<file path="src/rtl/tdc_pkg.sv">
// Shared types, constants and digit helpers for the tick-driven time-of-day clock.
// Used by tdc_time_digits and tick_driven_time_of_day_clock_core; no dependencies.
`default_nettype none

package tdc_pkg;

  // Fractional divider: four seconds of 18 ticks, then one of 19
  localparam logic [4:0] TICKS_SHORT   = 5'd18;
  localparam logic [4:0] TICKS_LONG    = 5'd19;
  localparam logic [2:0] GROUP_SECONDS = 3'd5;

  // Default spinner length
  localparam int SPINNER_GLYPHS_DEF = 4;

  // Input word commands
  localparam logic CMD_TICK = 1'b0;
  localparam logic CMD_LOAD = 1'b1;

  // Configuration port
  localparam int CFG_INDEX_W = 3;
  localparam int CFG_DATA_W  = 32;

  typedef enum logic [CFG_INDEX_W-1:0] {
    REG_CLOCK_ACTIVE   = 3'd0,
    REG_CLOCK_SHOWN    = 3'd1,
    REG_SHOW_SECONDS   = 3'd2,
    REG_SPINNER_SHOWN  = 3'd3,
    REG_SPINNER_GLYPHS = 3'd4
  } cfg_reg_t;

  // Decimal clock digits
  typedef struct packed {
    logic [1:0] hour_tens;
    logic [3:0] hour_units;
    logic [2:0] minute_tens;
    logic [3:0] minute_units;
    logic [2:0] second_tens;
    logic [3:0] second_units;
  } digits_t;

  // Per-word control toward the digit counter
  typedef struct packed {
    logic advance;
    logic load;
  } digit_ctrl_t;

  // Tens digit of a value in 0..59
  function automatic logic [2:0] tens_digit(input logic [5:0] v);
    logic [2:0] t;
    if (v >= 6'd50)      t = 3'd5;
    else if (v >= 6'd40) t = 3'd4;
    else if (v >= 6'd30) t = 3'd3;
    else if (v >= 6'd20) t = 3'd2;
    else if (v >= 6'd10) t = 3'd1;
    else                 t = 3'd0;
    return t;
  endfunction

  // Units digit of a value in 0..59
  function automatic logic [3:0] units_digit(input logic [5:0] v);
    logic [2:0] t;
    logic [5:0] r;
    t = tens_digit(v);
    r = v - {t, 3'b000} - {2'b00, t, 1'b0};
    return r[3:0];
  endfunction

endpackage

`default_nettype wire

</file>
<file path="src/rtl/tdc_time_digits.sv">
// Decimal hh:mm:ss counter with 24-hour wrap and checked time load.
// Depends on tdc_pkg for the digit struct, control struct and digit helpers.
`default_nettype none

module tdc_time_digits (
  input  wire logic               clk,
  input  wire logic               rst_n,
  input  wire tdc_pkg::digit_ctrl_t ctrl,
  input  wire logic [4:0]         load_hours,
  input  wire logic [5:0]         load_minutes,
  input  wire logic [5:0]         load_seconds,
  output tdc_pkg::digits_t        digits_nxt
);

  tdc_pkg::digits_t digits_r;

  logic [4:0] su_inc;
  logic [3:0] st_inc;
  logic [4:0] mu_inc;
  logic [3:0] mt_inc;
  logic [4:0] hu_inc;
  logic       load_ok;

  assign su_inc  = {1'b0, digits_r.second_units} + 5'd1;
  assign st_inc  = {1'b0, digits_r.second_tens} + 4'd1;
  assign mu_inc  = {1'b0, digits_r.minute_units} + 5'd1;
  assign mt_inc  = {1'b0, digits_r.minute_tens} + 4'd1;
  assign hu_inc  = {1'b0, digits_r.hour_units} + 5'd1;
  assign load_ok = (load_hours <= 5'd23) && (load_minutes <= 6'd59) &&
                   (load_seconds <= 6'd59);

  // Load or ripple one second through the digits
  always_comb begin
    digits_nxt = digits_r;
    if (ctrl.load) begin
      if (load_ok) begin
        digits_nxt.hour_tens    = 2'(tdc_pkg::tens_digit({1'b0, load_hours}));
        digits_nxt.hour_units   = tdc_pkg::units_digit({1'b0, load_hours});
        digits_nxt.minute_tens  = tdc_pkg::tens_digit(load_minutes);
        digits_nxt.minute_units = tdc_pkg::units_digit(load_minutes);
        digits_nxt.second_tens  = tdc_pkg::tens_digit(load_seconds);
        digits_nxt.second_units = tdc_pkg::units_digit(load_seconds);
      end
    end else if (ctrl.advance) begin
      if (su_inc <= 5'd9) begin
        digits_nxt.second_units = su_inc[3:0];
      end else begin
        digits_nxt.second_units = 4'd0;
        if (st_inc <= 4'd5) begin
          digits_nxt.second_tens = st_inc[2:0];
        end else begin
          digits_nxt.second_tens = 3'd0;
          if (mu_inc <= 5'd9) begin
            digits_nxt.minute_units = mu_inc[3:0];
          end else begin
            digits_nxt.minute_units = 4'd0;
            if (mt_inc <= 4'd5) begin
              digits_nxt.minute_tens = mt_inc[2:0];
            end else begin
              digits_nxt.minute_tens = 3'd0;
              if (hu_inc > 5'd9) begin
                digits_nxt.hour_units = 4'd0;
                digits_nxt.hour_tens  = digits_r.hour_tens + 2'd1;
              end else if (hu_inc == 5'd4 && digits_r.hour_tens == 2'd2) begin
                digits_nxt.hour_units = 4'd0;
                digits_nxt.hour_tens  = 2'd0;
              end else begin
                digits_nxt.hour_units = hu_inc[3:0];
              end
            end
          end
        end
      end
    end
  end

  // Hold the clock
  always_ff @(posedge clk) begin
    if (!rst_n) begin
      digits_r <= '0;
    end else begin
      digits_r <= digits_nxt;
    end
  end

  // A load never moves the clock by a tick, and an illegal one leaves it alone
  a_illegal_load_holds: assert property (@(posedge clk) disable iff (!rst_n)
    ctrl.load && !load_ok |-> digits_nxt == digits_r)
    else $error("illegal load changed the clock");

  a_minutes_in_range: assert property (@(posedge clk) disable iff (!rst_n)
    digits_r.minute_tens <= 3'd5 && digits_r.second_tens <= 3'd5)
    else $error("tens digit out of range");

  a_hours_in_range: assert property (@(posedge clk) disable iff (!rst_n)
    digits_r.hour_tens != 2'd3 &&
    !(digits_r.hour_tens == 2'd2 && digits_r.hour_units > 4'd3))
    else $error("hours beyond 23");

endmodule

`default_nettype wire

</file>
<file path="src/rtl/tick_driven_time_of_day_clock_core.sv">
// Top level of the tick-driven time-of-day clock: divider, spinner, tick count
// and result register. Depends on tdc_pkg and tdc_time_digits.
//
// Usage: each input word is either a timer tick (in_cmd = 0) or a time load
// (in_cmd = 1), moved when in_valid is high and in_stall is low. Every word
// yields exactly one result word on the out_ channel, moved when out_valid is
// high and out_stall is low. The result of a word is registered and appears in the
// cycle after it is taken; one word is taken per cycle while in_stall is low, so
// throughput is one word per clock, set by the single result register.
// When the receiver stalls with a result pending, in_stall rises in the same
// cycle and the pending result holds until taken; while out_stall is low a
// new word is taken in the same cycle as the old result leaves.
// Configuration registers are written through cfg_valid/cfg_index/cfg_data,
// always ready; writes to indexes beyond the register list are dropped.
// Synchronous reset (rst_n low) clears the configuration registers, sets the divider
// to the start of a five-second group, zeroes the clock at 00:00:00, the spinner
// position and the tick count, and empties the result register; its payload is not reset.
`default_nettype none

module tick_driven_time_of_day_clock_core #(
  parameter int SPINNER_GLYPHS = tdc_pkg::SPINNER_GLYPHS_DEF
) (
  input  wire logic                           clk,
  input  wire logic                           rst_n,
  // input channel
  input  wire logic                           in_valid,
  output logic                                in_stall,
  input  wire logic                           in_cmd,
  input  wire logic                           in_busy_req,
  input  wire logic [4:0]                     in_load_hours,
  input  wire logic [5:0]                     in_load_minutes,
  input  wire logic [5:0]                     in_load_seconds,
  // result channel
  output logic                                out_valid,
  input  wire logic                           out_stall,
  output logic                                out_second_passed,
  output logic                                out_redraw,
  output logic                                out_redraw_seconds,
  output logic [5:0]                          out_hour_tens_char,
  output logic [5:0]                          out_hour_units_char,
  output logic [5:0]                          out_minute_tens_char,
  output logic [5:0]                          out_minute_units_char,
  output logic [5:0]                          out_second_tens_char,
  output logic [5:0]                          out_second_units_char,
  output logic                                out_spinner_update,
  output logic [7:0]                          out_spinner_char,
  output logic [31:0]                         out_tick_total,
  // configuration port
  input  wire logic                           cfg_valid,
  output logic                                cfg_ready,
  input  wire logic [tdc_pkg::CFG_INDEX_W-1:0] cfg_index,
  input  wire logic [tdc_pkg::CFG_DATA_W-1:0]  cfg_data
);

  localparam int SPIN_W = (SPINNER_GLYPHS > 2) ? $clog2(SPINNER_GLYPHS) : 1;

  // configuration registers
  logic        clock_active_r;
  logic        clock_shown_r;
  logic        show_seconds_r;
  logic        spinner_shown_r;
  logic [31:0] spinner_glyphs_r;

  // block state
  logic [4:0]        ticks_left_r, ticks_left_nxt;
  logic [2:0]        group_r, group_nxt;
  logic [SPIN_W-1:0] spin_idx_r, spin_idx_nxt;
  logic [31:0]       tick_counter_r, tick_counter_nxt;

  // result register
  logic        out_valid_r;
  logic        sec_r, redraw_r, redraw_sec_r, spin_upd_r;
  logic [7:0]  spin_char_r;
  tdc_pkg::digits_t digits_out_r;

  logic                 in_accept;
  logic                 is_tick;
  logic                 sec_done;
  logic                 spin_step;
  logic [SPIN_W+1:0]    spin_idx_ext;
  logic [1:0]           glyph_sel;
  logic [7:0]           glyph;
  tdc_pkg::digit_ctrl_t digit_ctrl;
  tdc_pkg::digits_t     digits_nxt;

  assign cfg_ready = 1'b1;
  assign in_stall  = out_valid_r && out_stall;
  assign in_accept = in_valid && !in_stall;
  assign is_tick   = in_accept && (in_cmd == tdc_pkg::CMD_TICK);

  // Decide whether this tick ends a second
  assign sec_done  = is_tick && (ticks_left_r <= 5'd1);

  // Advance the fractional divider
  always_comb begin
    ticks_left_nxt = ticks_left_r;
    group_nxt      = group_r;
    if (is_tick) begin
      if (ticks_left_r > 5'd1) begin
        ticks_left_nxt = ticks_left_r - 5'd1;
      end else if (group_r > 3'd1) begin
        group_nxt      = group_r - 3'd1;
        ticks_left_nxt = tdc_pkg::TICKS_SHORT;
      end else begin
        group_nxt      = tdc_pkg::GROUP_SECONDS;
        ticks_left_nxt = tdc_pkg::TICKS_LONG;
      end
    end
  end

  assign tick_counter_nxt = is_tick ? tick_counter_r + 32'd1 : tick_counter_r;

  // Step the spinner and pick its glyph byte
  assign spin_step    = is_tick && clock_active_r && in_busy_req && spinner_shown_r;
  assign spin_idx_ext = (SPIN_W + 2)'(spin_idx_r);
  assign glyph_sel    = spin_idx_ext[1:0];
  assign glyph        = spinner_glyphs_r[{glyph_sel, 3'b000} +: 8];

  always_comb begin
    spin_idx_nxt = spin_idx_r;
    if (spin_step) begin
      if (spin_idx_r == SPIN_W'(SPINNER_GLYPHS - 1)) begin
        spin_idx_nxt = '0;
      end else begin
        spin_idx_nxt = spin_idx_r + SPIN_W'(1);
      end
    end
  end

  // Clock digits
  assign digit_ctrl.advance = sec_done;
  assign digit_ctrl.load    = in_accept && (in_cmd == tdc_pkg::CMD_LOAD);

  tdc_time_digits u_digits (
    .clk          (clk),
    .rst_n        (rst_n),
    .ctrl         (digit_ctrl),
    .load_hours   (in_load_hours),
    .load_minutes (in_load_minutes),
    .load_seconds (in_load_seconds),
    .digits_nxt   (digits_nxt)
  );

  // Write configuration registers
  always_ff @(posedge clk) begin
    if (!rst_n) begin
      clock_active_r   <= 1'b0;
      clock_shown_r    <= 1'b0;
      show_seconds_r   <= 1'b0;
      spinner_shown_r  <= 1'b0;
      spinner_glyphs_r <= '0;
    end else if (cfg_valid && cfg_ready) begin
      case (cfg_index)
        tdc_pkg::REG_CLOCK_ACTIVE:   clock_active_r   <= cfg_data[0];
        tdc_pkg::REG_CLOCK_SHOWN:    clock_shown_r    <= cfg_data[0];
        tdc_pkg::REG_SHOW_SECONDS:   show_seconds_r   <= cfg_data[0];
        tdc_pkg::REG_SPINNER_SHOWN:  spinner_shown_r  <= cfg_data[0];
        tdc_pkg::REG_SPINNER_GLYPHS: spinner_glyphs_r <= cfg_data;
        default: ;
      endcase
    end
  end

  // Hold divider, spinner and tick count
  always_ff @(posedge clk) begin
    if (!rst_n) begin
      ticks_left_r   <= tdc_pkg::TICKS_SHORT;
      group_r        <= tdc_pkg::GROUP_SECONDS;
      spin_idx_r     <= '0;
      tick_counter_r <= '0;
    end else begin
      ticks_left_r   <= ticks_left_nxt;
      group_r        <= group_nxt;
      spin_idx_r     <= spin_idx_nxt;
      tick_counter_r <= tick_counter_nxt;
    end
  end

  // Track the result word
  always_ff @(posedge clk) begin
    if (!rst_n) begin
      out_valid_r <= 1'b0;
    end else if (in_accept) begin
      out_valid_r <= 1'b1;
    end else if (!out_stall) begin
      out_valid_r <= 1'b0;
    end
  end

  // Capture the result payload
  always_ff @(posedge clk) begin
    if (in_accept) begin
      sec_r          <= sec_done;
      redraw_r       <= sec_done && clock_active_r && clock_shown_r;
      redraw_sec_r   <= sec_done && clock_active_r && clock_shown_r && show_seconds_r;
      spin_upd_r     <= spin_step;
      spin_char_r    <= spin_step ? glyph : 8'd0;
      digits_out_r   <= digits_nxt;
      out_tick_total <= tick_counter_nxt;
    end
  end

  assign out_valid             = out_valid_r;
  assign out_second_passed     = sec_r;
  assign out_redraw            = redraw_r;
  assign out_redraw_seconds    = redraw_sec_r;
  assign out_spinner_update    = spin_upd_r;
  assign out_spinner_char      = spin_char_r;
  assign out_hour_tens_char    = {4'b1100, digits_out_r.hour_tens};
  assign out_hour_units_char   = {2'b11, digits_out_r.hour_units};
  assign out_minute_tens_char  = {3'b110, digits_out_r.minute_tens};
  assign out_minute_units_char = {2'b11, digits_out_r.minute_units};
  assign out_second_tens_char  = {3'b110, digits_out_r.second_tens};
  assign out_second_units_char = {2'b11, digits_out_r.second_units};

  a_redraw_needs_second: assert property (@(posedge clk) disable iff (!rst_n)
    out_valid_r && (redraw_r || redraw_sec_r) |-> sec_r && redraw_r)
    else $error("redraw without a completed second");

  a_divider_range: assert property (@(posedge clk) disable iff (!rst_n)
    ticks_left_r >= 5'd1 && ticks_left_r <= tdc_pkg::TICKS_LONG &&
    group_r >= 3'd1 && group_r <= tdc_pkg::GROUP_SECONDS)
    else $error("divider state out of range");

  a_tick_counts: assert property (@(posedge clk) disable iff (!rst_n)
    in_accept && in_cmd == tdc_pkg::CMD_TICK |=>
    tick_counter_r == $past(tick_counter_r) + 32'd1)
    else $error("tick not counted");

  a_load_keeps_divider: assert property (@(posedge clk) disable iff (!rst_n)
    in_accept && in_cmd == tdc_pkg::CMD_LOAD |=> ticks_left_r == $past(ticks_left_r) &&
    group_r == $past(group_r) && spin_idx_r == $past(spin_idx_r))
    else $error("load disturbed divider or spinner");

  a_idle_spinner_char: assert property (@(posedge clk) disable iff (!rst_n)
    out_valid_r && !spin_upd_r |-> spin_char_r == 8'd0)
    else $error("spinner glyph without update");

endmodule

`default_nettype wire

</file>
<file path="config.mk">
export PLATFORM = sky130hd
export DESIGN_NAME = tick_driven_time_of_day_clock_core
export DESIGN_NICKNAME = d
export VERILOG_FILES = /design/src/rtl/tdc_pkg.sv /design/src/rtl/tdc_time_digits.sv /design/src/rtl/tick_driven_time_of_day_clock_core.sv
export SDC_FILE = /design/constraint.sdc
export NUM_CORES = 1
export LEC_CHECK = 0
export BUFFER_PORTS_ARGS = -buffer_cell sky130_fd_sc_hd__buf_2
export CORE_MARGIN = 1.5
export CORE_UTILIZATION = 40
export DETAILED_ROUTE_END_ITERATION = 8
export PLACE_DENSITY = 0.62
export SLEW_MARGIN = 15
export SYNTH_ARGS = -nofsm -noshare
export SYNTH_HDL_FRONTEND = slang
export SYNTH_SLANG_ARGS = --single-unit
</file>
<file path="constraint.sdc">
create_clock -name clk -period 3.4 [get_ports clk]
set_input_delay 0.34 -clock clk [delete_from_list [all_inputs] [get_ports clk]]
set_output_delay 0.34 -clock clk [all_outputs]
set_load 0.01 [all_outputs]
</file>
# Word level (Yosys, flattened, before mapping)
# Index checks and enable logic that the tools add are counted.
# word_totals
regBits,163
input_bits,59
wordCells,145
# classes
add_sub_neg,16
magnitude_cmp,26
eq_ne,8
n_shift,1
muxes,42
bitwise,2
reduce_logical,22
# op_table
cell,count
3-bit two-way mux,21
20-bit two-way mux,3
32-bit by 1-bit adder with 32-bit output (second input constant),1
32-bit two-way mux,1
32-bit by 6-bit indexed part select with 8-bit output,1
6-bit by 5-bit greater-or-equal comparator with 1-bit output (second input constant),4
6-bit greater-or-equal comparator (second input constant),4
4-bit subtractor,6
16-bit two-way mux,1
4-bit by 1-bit adder with 5-bit output (second input constant),3
1-bit logical AND,14
13-bit two-way mux,1
5-bit by 6-bit greater-or-equal comparator with 1-bit output (second input constant),2
6-bit by 4-bit greater-or-equal comparator with 1-bit output (second input constant),2
6-bit less-or-equal comparator (second input constant),2
4-bit two-way mux,3
6-bit two-way mux,2
2-bit AND reduction,6
5-bit greater-or-equal comparator (second input constant),2
5-bit by 4-bit less-or-equal comparator with 1-bit output (second input constant),2
9-bit two-way mux,1
3-bit by 1-bit adder with 4-bit output (second input constant),2
4-bit by 3-bit less-or-equal comparator with 1-bit output (second input constant),2
3-bit by 2-bit equality test with 1-bit output (second input constant),2
other kinds (20),29

# Logic depth before layout (Yosys ltp)
# depth
word_depth,12
mapped_depth,11
depth_no_buf,10

# Cells and area by module
# A second synthesis with hierarchy kept.
# hier_totals
hier_cells,880
area_unflattened_um2,8595.7
# modules_own_cells
mod,instances,cells_each,area_each_um2,seq_area_each_um2
tick_driven_time_of_day_clock_core,1,551,6062.1,3503.4
tdc_time_digits,1,329,2533.7,400.4

# Least setup slack after synthesis
# Ideal clock, no wire load.
# synth_timing
kind,reg-to-reg
from,reg out_valid_r (netlist: out_valid)
to,"reg digits_out_r (netlist bit out_hour_tens_char[0]), data pin"
setup_ps,265
t_arrival_ps,3071
t_required_ps,3135
slack_ps,63
stages_incl_launch_ff,9
n_path_buf,1
synth_period_minus_slack_ps,3337
path_cell_list,dfxtp_1 -> a21boi_4 -> nand4_2 -> inv_1 -> nand4_1 -> buf_2 -> nor2_1 -> a211oi_1 -> or3_1
# synth_rtl
item,line,rtl
start: declaration,tick_driven_time_of_day_clock_core.sv:71,logic out_valid_r;
start signal: assignment,tick_driven_time_of_day_clock_core.sv:182,out_valid_r <= 1'b0;
start signal: assignment,tick_driven_time_of_day_clock_core.sv:184,out_valid_r <= 1'b1;
start signal: assignment,tick_driven_time_of_day_clock_core.sv:186,out_valid_r <= 1'b0;
end signal: assignment,tick_driven_time_of_day_clock_core.sv:198,digits_out_r <= digits_nxt;
end: declaration,tick_driven_time_of_day_clock_core.sv:74,tdc_pkg::digits_t digits_out_r;

==> out/summary.log <==
INFO  status         status=finished, final reports clean
INFO  pwr            combPwrFrac=10.1%
INFO  cells_and_area layout-area-overhead-vs-synth=17.0%
INFO  sta            max_freq=392MHz
INFO  detailed_routing detail_route.iter0.violations=293
INFO  setup_path     worst-endpoint-arrival=2870ps
INFO  sta            unrepaired_setup_endpoints_after_global_routing=no
INFO  pwr            power_density=469mW/mm^2
INFO  setup_path     timing.critical_path.slowest_stage_cell=sky130_fd_sc_hd__nor4_1
INFO  clock_network  clk_pin_slew_worst_paths=70ps
INFO  pwr            p_seq_share=48.1%
INFO  cells_and_area layout.cells.most_common=sky130_fd_sc_hd__buf_2
INFO  sta            setup_total_negative_slack=0ps
INFO  pwr            p_clk_share=41.8%
INFO  yosys          dominantRegCellSynth=sky130_fd_sc_hd__dfxtp_1
INFO  clock_network  cts_hold_buf=0
INFO  setup_path     critical_path.n_buffers_inverters=1
INFO  detailed_routing firstDrtPassIters=4
INFO  placement      dp_hpwl=12100um
INFO  yosys          synth-edff-count=64
INFO  global_route   grt_max_degree=59
INFO  pwr            leakage_power=3.88nW
INFO  detailed_routing via_count=6199
INFO  yosys          synth-async-reset-ratio=0%
INFO  cells_and_area commonest_cells_after_routing_fill_and_taps_aside=124 x sky130_fd_sc_hd__buf_2, 110 x sky130_fd_sc_hd__nand2_1, 99 x sky130_fd_sc_hd__dfxtp_1
INFO  die            rows=52
INFO  die            start_util=40.5%
INFO  global_route   total_global_route_track_usage=16.5%
INFO  clock_network  cts_setup_buffers=0
INFO  sta            finalMaxSlewViolations=0
INFO  placement      place_congestion=0.833
INFO  setup_path     critical_path_startpoint_category=register
INFO  die            die_area=0.0212sqmm
INFO  clock_network  clock-root-buffer=sky130_fd_sc_hd__clkbuf_16
INFO  pwr            power.share.switching=25.5%
INFO  placement      placement.io_buffers=124
INFO  sta            layout_min_cycle_time=2550ps
INFO  pwr            p_sw=1.14mW
INFO  detailed_routing wire_per_inst=14.2um
INFO  die            core_area=0.0201sqmm
INFO  job            timing.max_cap.violations=0
INFO  placement      placed_cells_incl_taps=1190
INFO  sta            fin_hold_ws=146ps
INFO  global_route   grt_pass1_vias=5653
INFO  setup_path     critical_path.max_stage_delay=760ps
INFO  cells_and_area ant_diodes=0
INFO  worst_hold_path worst_hold_path_type=input pin to register
INFO  placement      placed_cell_area=0.00895sqmm
INFO  clock_network  cts_buffers=17
INFO  yosys          post_synth.cell_area_avg=9.80squm
INFO  global_route   globalRoute.totalOverflow=0
INFO  sta            timing_hold_violations_final=0
INFO  clock_network  ctsLongestPathBuffers=2
INFO  sta            worst_clock_skew=13.3ps
INFO  cells_and_area finalNonFillerCells=1222
INFO  cells_and_area post-route-util=47.4%
INFO  sta            final_min_period_over_clock_period=75.0%
INFO  clock_network  clock-sinks=163
INFO  die            dieHeight=146um
INFO  clock_network  postCtsResizedCells=0
INFO  sta            max_slew.worst_pin.slew=937ps
INFO  detailed_routing drt_drc_violations_left=0
INFO  setup_path     timing.critical_path.to_type=register
INFO  global_route   grt_first_pass_wirelength=28200um
INFO  sta            setup_viol=0
INFO  pwr            cell_internal_pwr=3.33mW
INFO  cells_and_area fillers=1925
INFO  sta            max_slew_margin=37.3%
INFO  detailed_routing antenna_violating_nets_post_route=0
INFO  setup_path     cp_cell_sequence=inv_1, ha_1, nor2b_1, o22a_1, nor4_1, o221ai_1, o221a_2, and2_1
INFO  global_route   grt_antenna_before_repair=0
INFO  cells_and_area layout_cells_sized_above_1=20.0%
INFO  yosys          synth.ff_latch_count=163
INFO  yosys          synth_sequential_area_ratio=47.9%
INFO  clock_network  clk-insertion-delay-late=430ps
INFO  setup_path     critical_path.max_fanout=4
INFO  yosys          syn-instance-count=831
INFO  cells_and_area post-route-cell-area=0.00953sqmm
INFO  pwr            irDropWorstVdd=0.309mV
INFO  cells_and_area final_net_count=1030
INFO  yosys          ys.warnings.count=0
INFO  clock_network  tritoncts=yes
INFO  setup_path     critPathRequiredTime=3720ps
INFO  die            top_level_ports=142
INFO  detailed_routing drt-vias-per-instance=5.07
INFO  yosys          synth.distinct_cells=79
INFO  yosys          syn_area=0.00815sqmm
INFO  die            die_width=146um
INFO  setup_path     timing.setup.critical_path_class=register to register
INFO  setup_path     crit_family=simple AND/OR/NAND/NOR gates
INFO  clock_network  clock_tree.htree_level_count=4
INFO  detailed_routing routed_wl=17400um
-- synth_stat cells (4+ instances only) --
cell type / count / area [sq um]
sky130_fd_sc_hd__a211oi_1: 5 / 37.5
sky130_fd_sc_hd__a21oi_1: 53 / 265
sky130_fd_sc_hd__a31oi_1: 7 / 43.8
sky130_fd_sc_hd__and2_1: 52 / 325
sky130_fd_sc_hd__and3_1: 16 / 100
sky130_fd_sc_hd__buf_2: 4 / 20.0
sky130_fd_sc_hd__buf_4: 19 / 143
sky130_fd_sc_hd__clkbuf_1: 33 / 124
sky130_fd_sc_hd__dfxtp_1: 99 / 1980
sky130_fd_sc_hd__edfxtp_1: 64 / 1920
sky130_fd_sc_hd__ha_1: 32 / 400
sky130_fd_sc_hd__inv_1: 36 / 135
sky130_fd_sc_hd__mux2i_1: 8 / 80.1
sky130_fd_sc_hd__mux4_2: 8 / 180
sky130_fd_sc_hd__nand2_1: 110 / 413
sky130_fd_sc_hd__nand2b_1: 14 / 87.6
sky130_fd_sc_hd__nand3_1: 26 / 130
sky130_fd_sc_hd__nand4_1: 17 / 106
sky130_fd_sc_hd__nor2_1: 36 / 135
sky130_fd_sc_hd__nor2b_1: 18 / 113
sky130_fd_sc_hd__nor3_1: 10 / 50.1
sky130_fd_sc_hd__o211ai_1: 9 / 67.6
sky130_fd_sc_hd__o21a_1: 5 / 37.5
sky130_fd_sc_hd__o21ai_0: 17 / 85.1
sky130_fd_sc_hd__o221ai_1: 5 / 43.8
sky130_fd_sc_hd__o311ai_0: 5 / 43.8
sky130_fd_sc_hd__or3_1: 5 / 31.3
sky130_fd_sc_hd__xnor2_1: 29 / 254
sky130_fd_sc_hd__xor2_1: 14 / 123
-- worst min-delay path, stage by stage --
cell and delay, ps:
sky130_fd_sc_hd__buf_2 100, sky130_fd_sc_hd__nand2_1 40, sky130_fd_sc_hd__a21oi_1 50
-- area by class of cell --
class	count	area, sq um	share of cell area (%)
Clock buffer	19	475	4.99
Multi-Input combinational cell	586	3870	40.6
Tap cell	270	338	3.54
Sequential cell	163	3900	41.0
Inverter	37	139	1.46
Timing Repair Buffer	134	696	7.30
Clock inverter	13	106	1.12
-- power by group through the flow --
stage / Sequential [mW] / Combinational, mW / Clock [mW]
final: 2.15 / 0.450 / 1.87
after global routing: 2.16 / 0.503 / 2.00
after CTS: 2.15 / 0.454 / 1.92
after detailed placement: 2.20 / 0.453 / 0
after global placement: 2.20 / 0.449 / 0
after floorplan: 2.21 / 0.281 / 0
-- state kept, by name, summed over array words and instances, names as in the netlist, 2 cells and up --
name,count
glyph_sel,2
group_r,3
out_hour_tens_char,2
out_hour_units_char,4
out_minute_tens_char,3
out_minute_units_char,4
out_second_tens_char,3
out_second_units_char,4
out_spinner_char,8
out_tick_total,32
spinner_glyphs_r,32
tick_counter_r,32
ticks_left_r,5
u_digits.digits_r,20
-- metrics by stage --
| stage | total power [mW] | setup WS, ps |
|---|---|---|
| 2_1_floorplan | 2.49 | 63.5 |
| 3_3_place_gp | 2.65 | 781 |
| 3_5_place_dp | 2.65 | 717 |
| 4_1_cts | 4.53 | 895 |
| 5_1_grt | 4.66 | 669 |
| 6_report | 4.47 | 851 |
-- path summary, 6_finish.rpt --
kind / startpoint / to / slack (ps) / cells after the start
setup reg to reg: u_digits.digits_r[0] / u_digits.digits_r[9] / 850 / 8
hold reg to reg: spinner_glyphs_r[24] / spinner_glyphs_r[24] / 450 / 2
setup / recovery: u_digits.digits_r[0] / u_digits.digits_r[9] / 850 / 8
hold / removal: cfg_data[17] / spinner_glyphs_r[17] / 150 / 3
-- routing by layer --
| layer | part of all wire (%) | vias up | GRT usage, % |
|---|---|---|---|
| met3 | 5.6 | 24 | 4.70 |
| met1 | 46 | 2878 | 21.6 |
| met4 | 1.5 | 0 | 4.90 |
| met2 | 47 | 177 | 26.7 |
| li1 | - | 3120 | - |
| met5 | 0 | - | 0 |
-- logic make-up after synthesis --
group,count (synthesis),share of synthesized area (%)
AND/OR/NAND/NOR,334,21.7
AO/OA/AOI/OAI,141,11.6
XOR/XNOR,44,4.90
adder cells (fa/ha/maj),32,4.91
flip-flops,163,47.9
other,2,0.0922
multiplexers,18,3.47
buffers and inverters,97,5.42
Power figures use the tool's default switching activity.
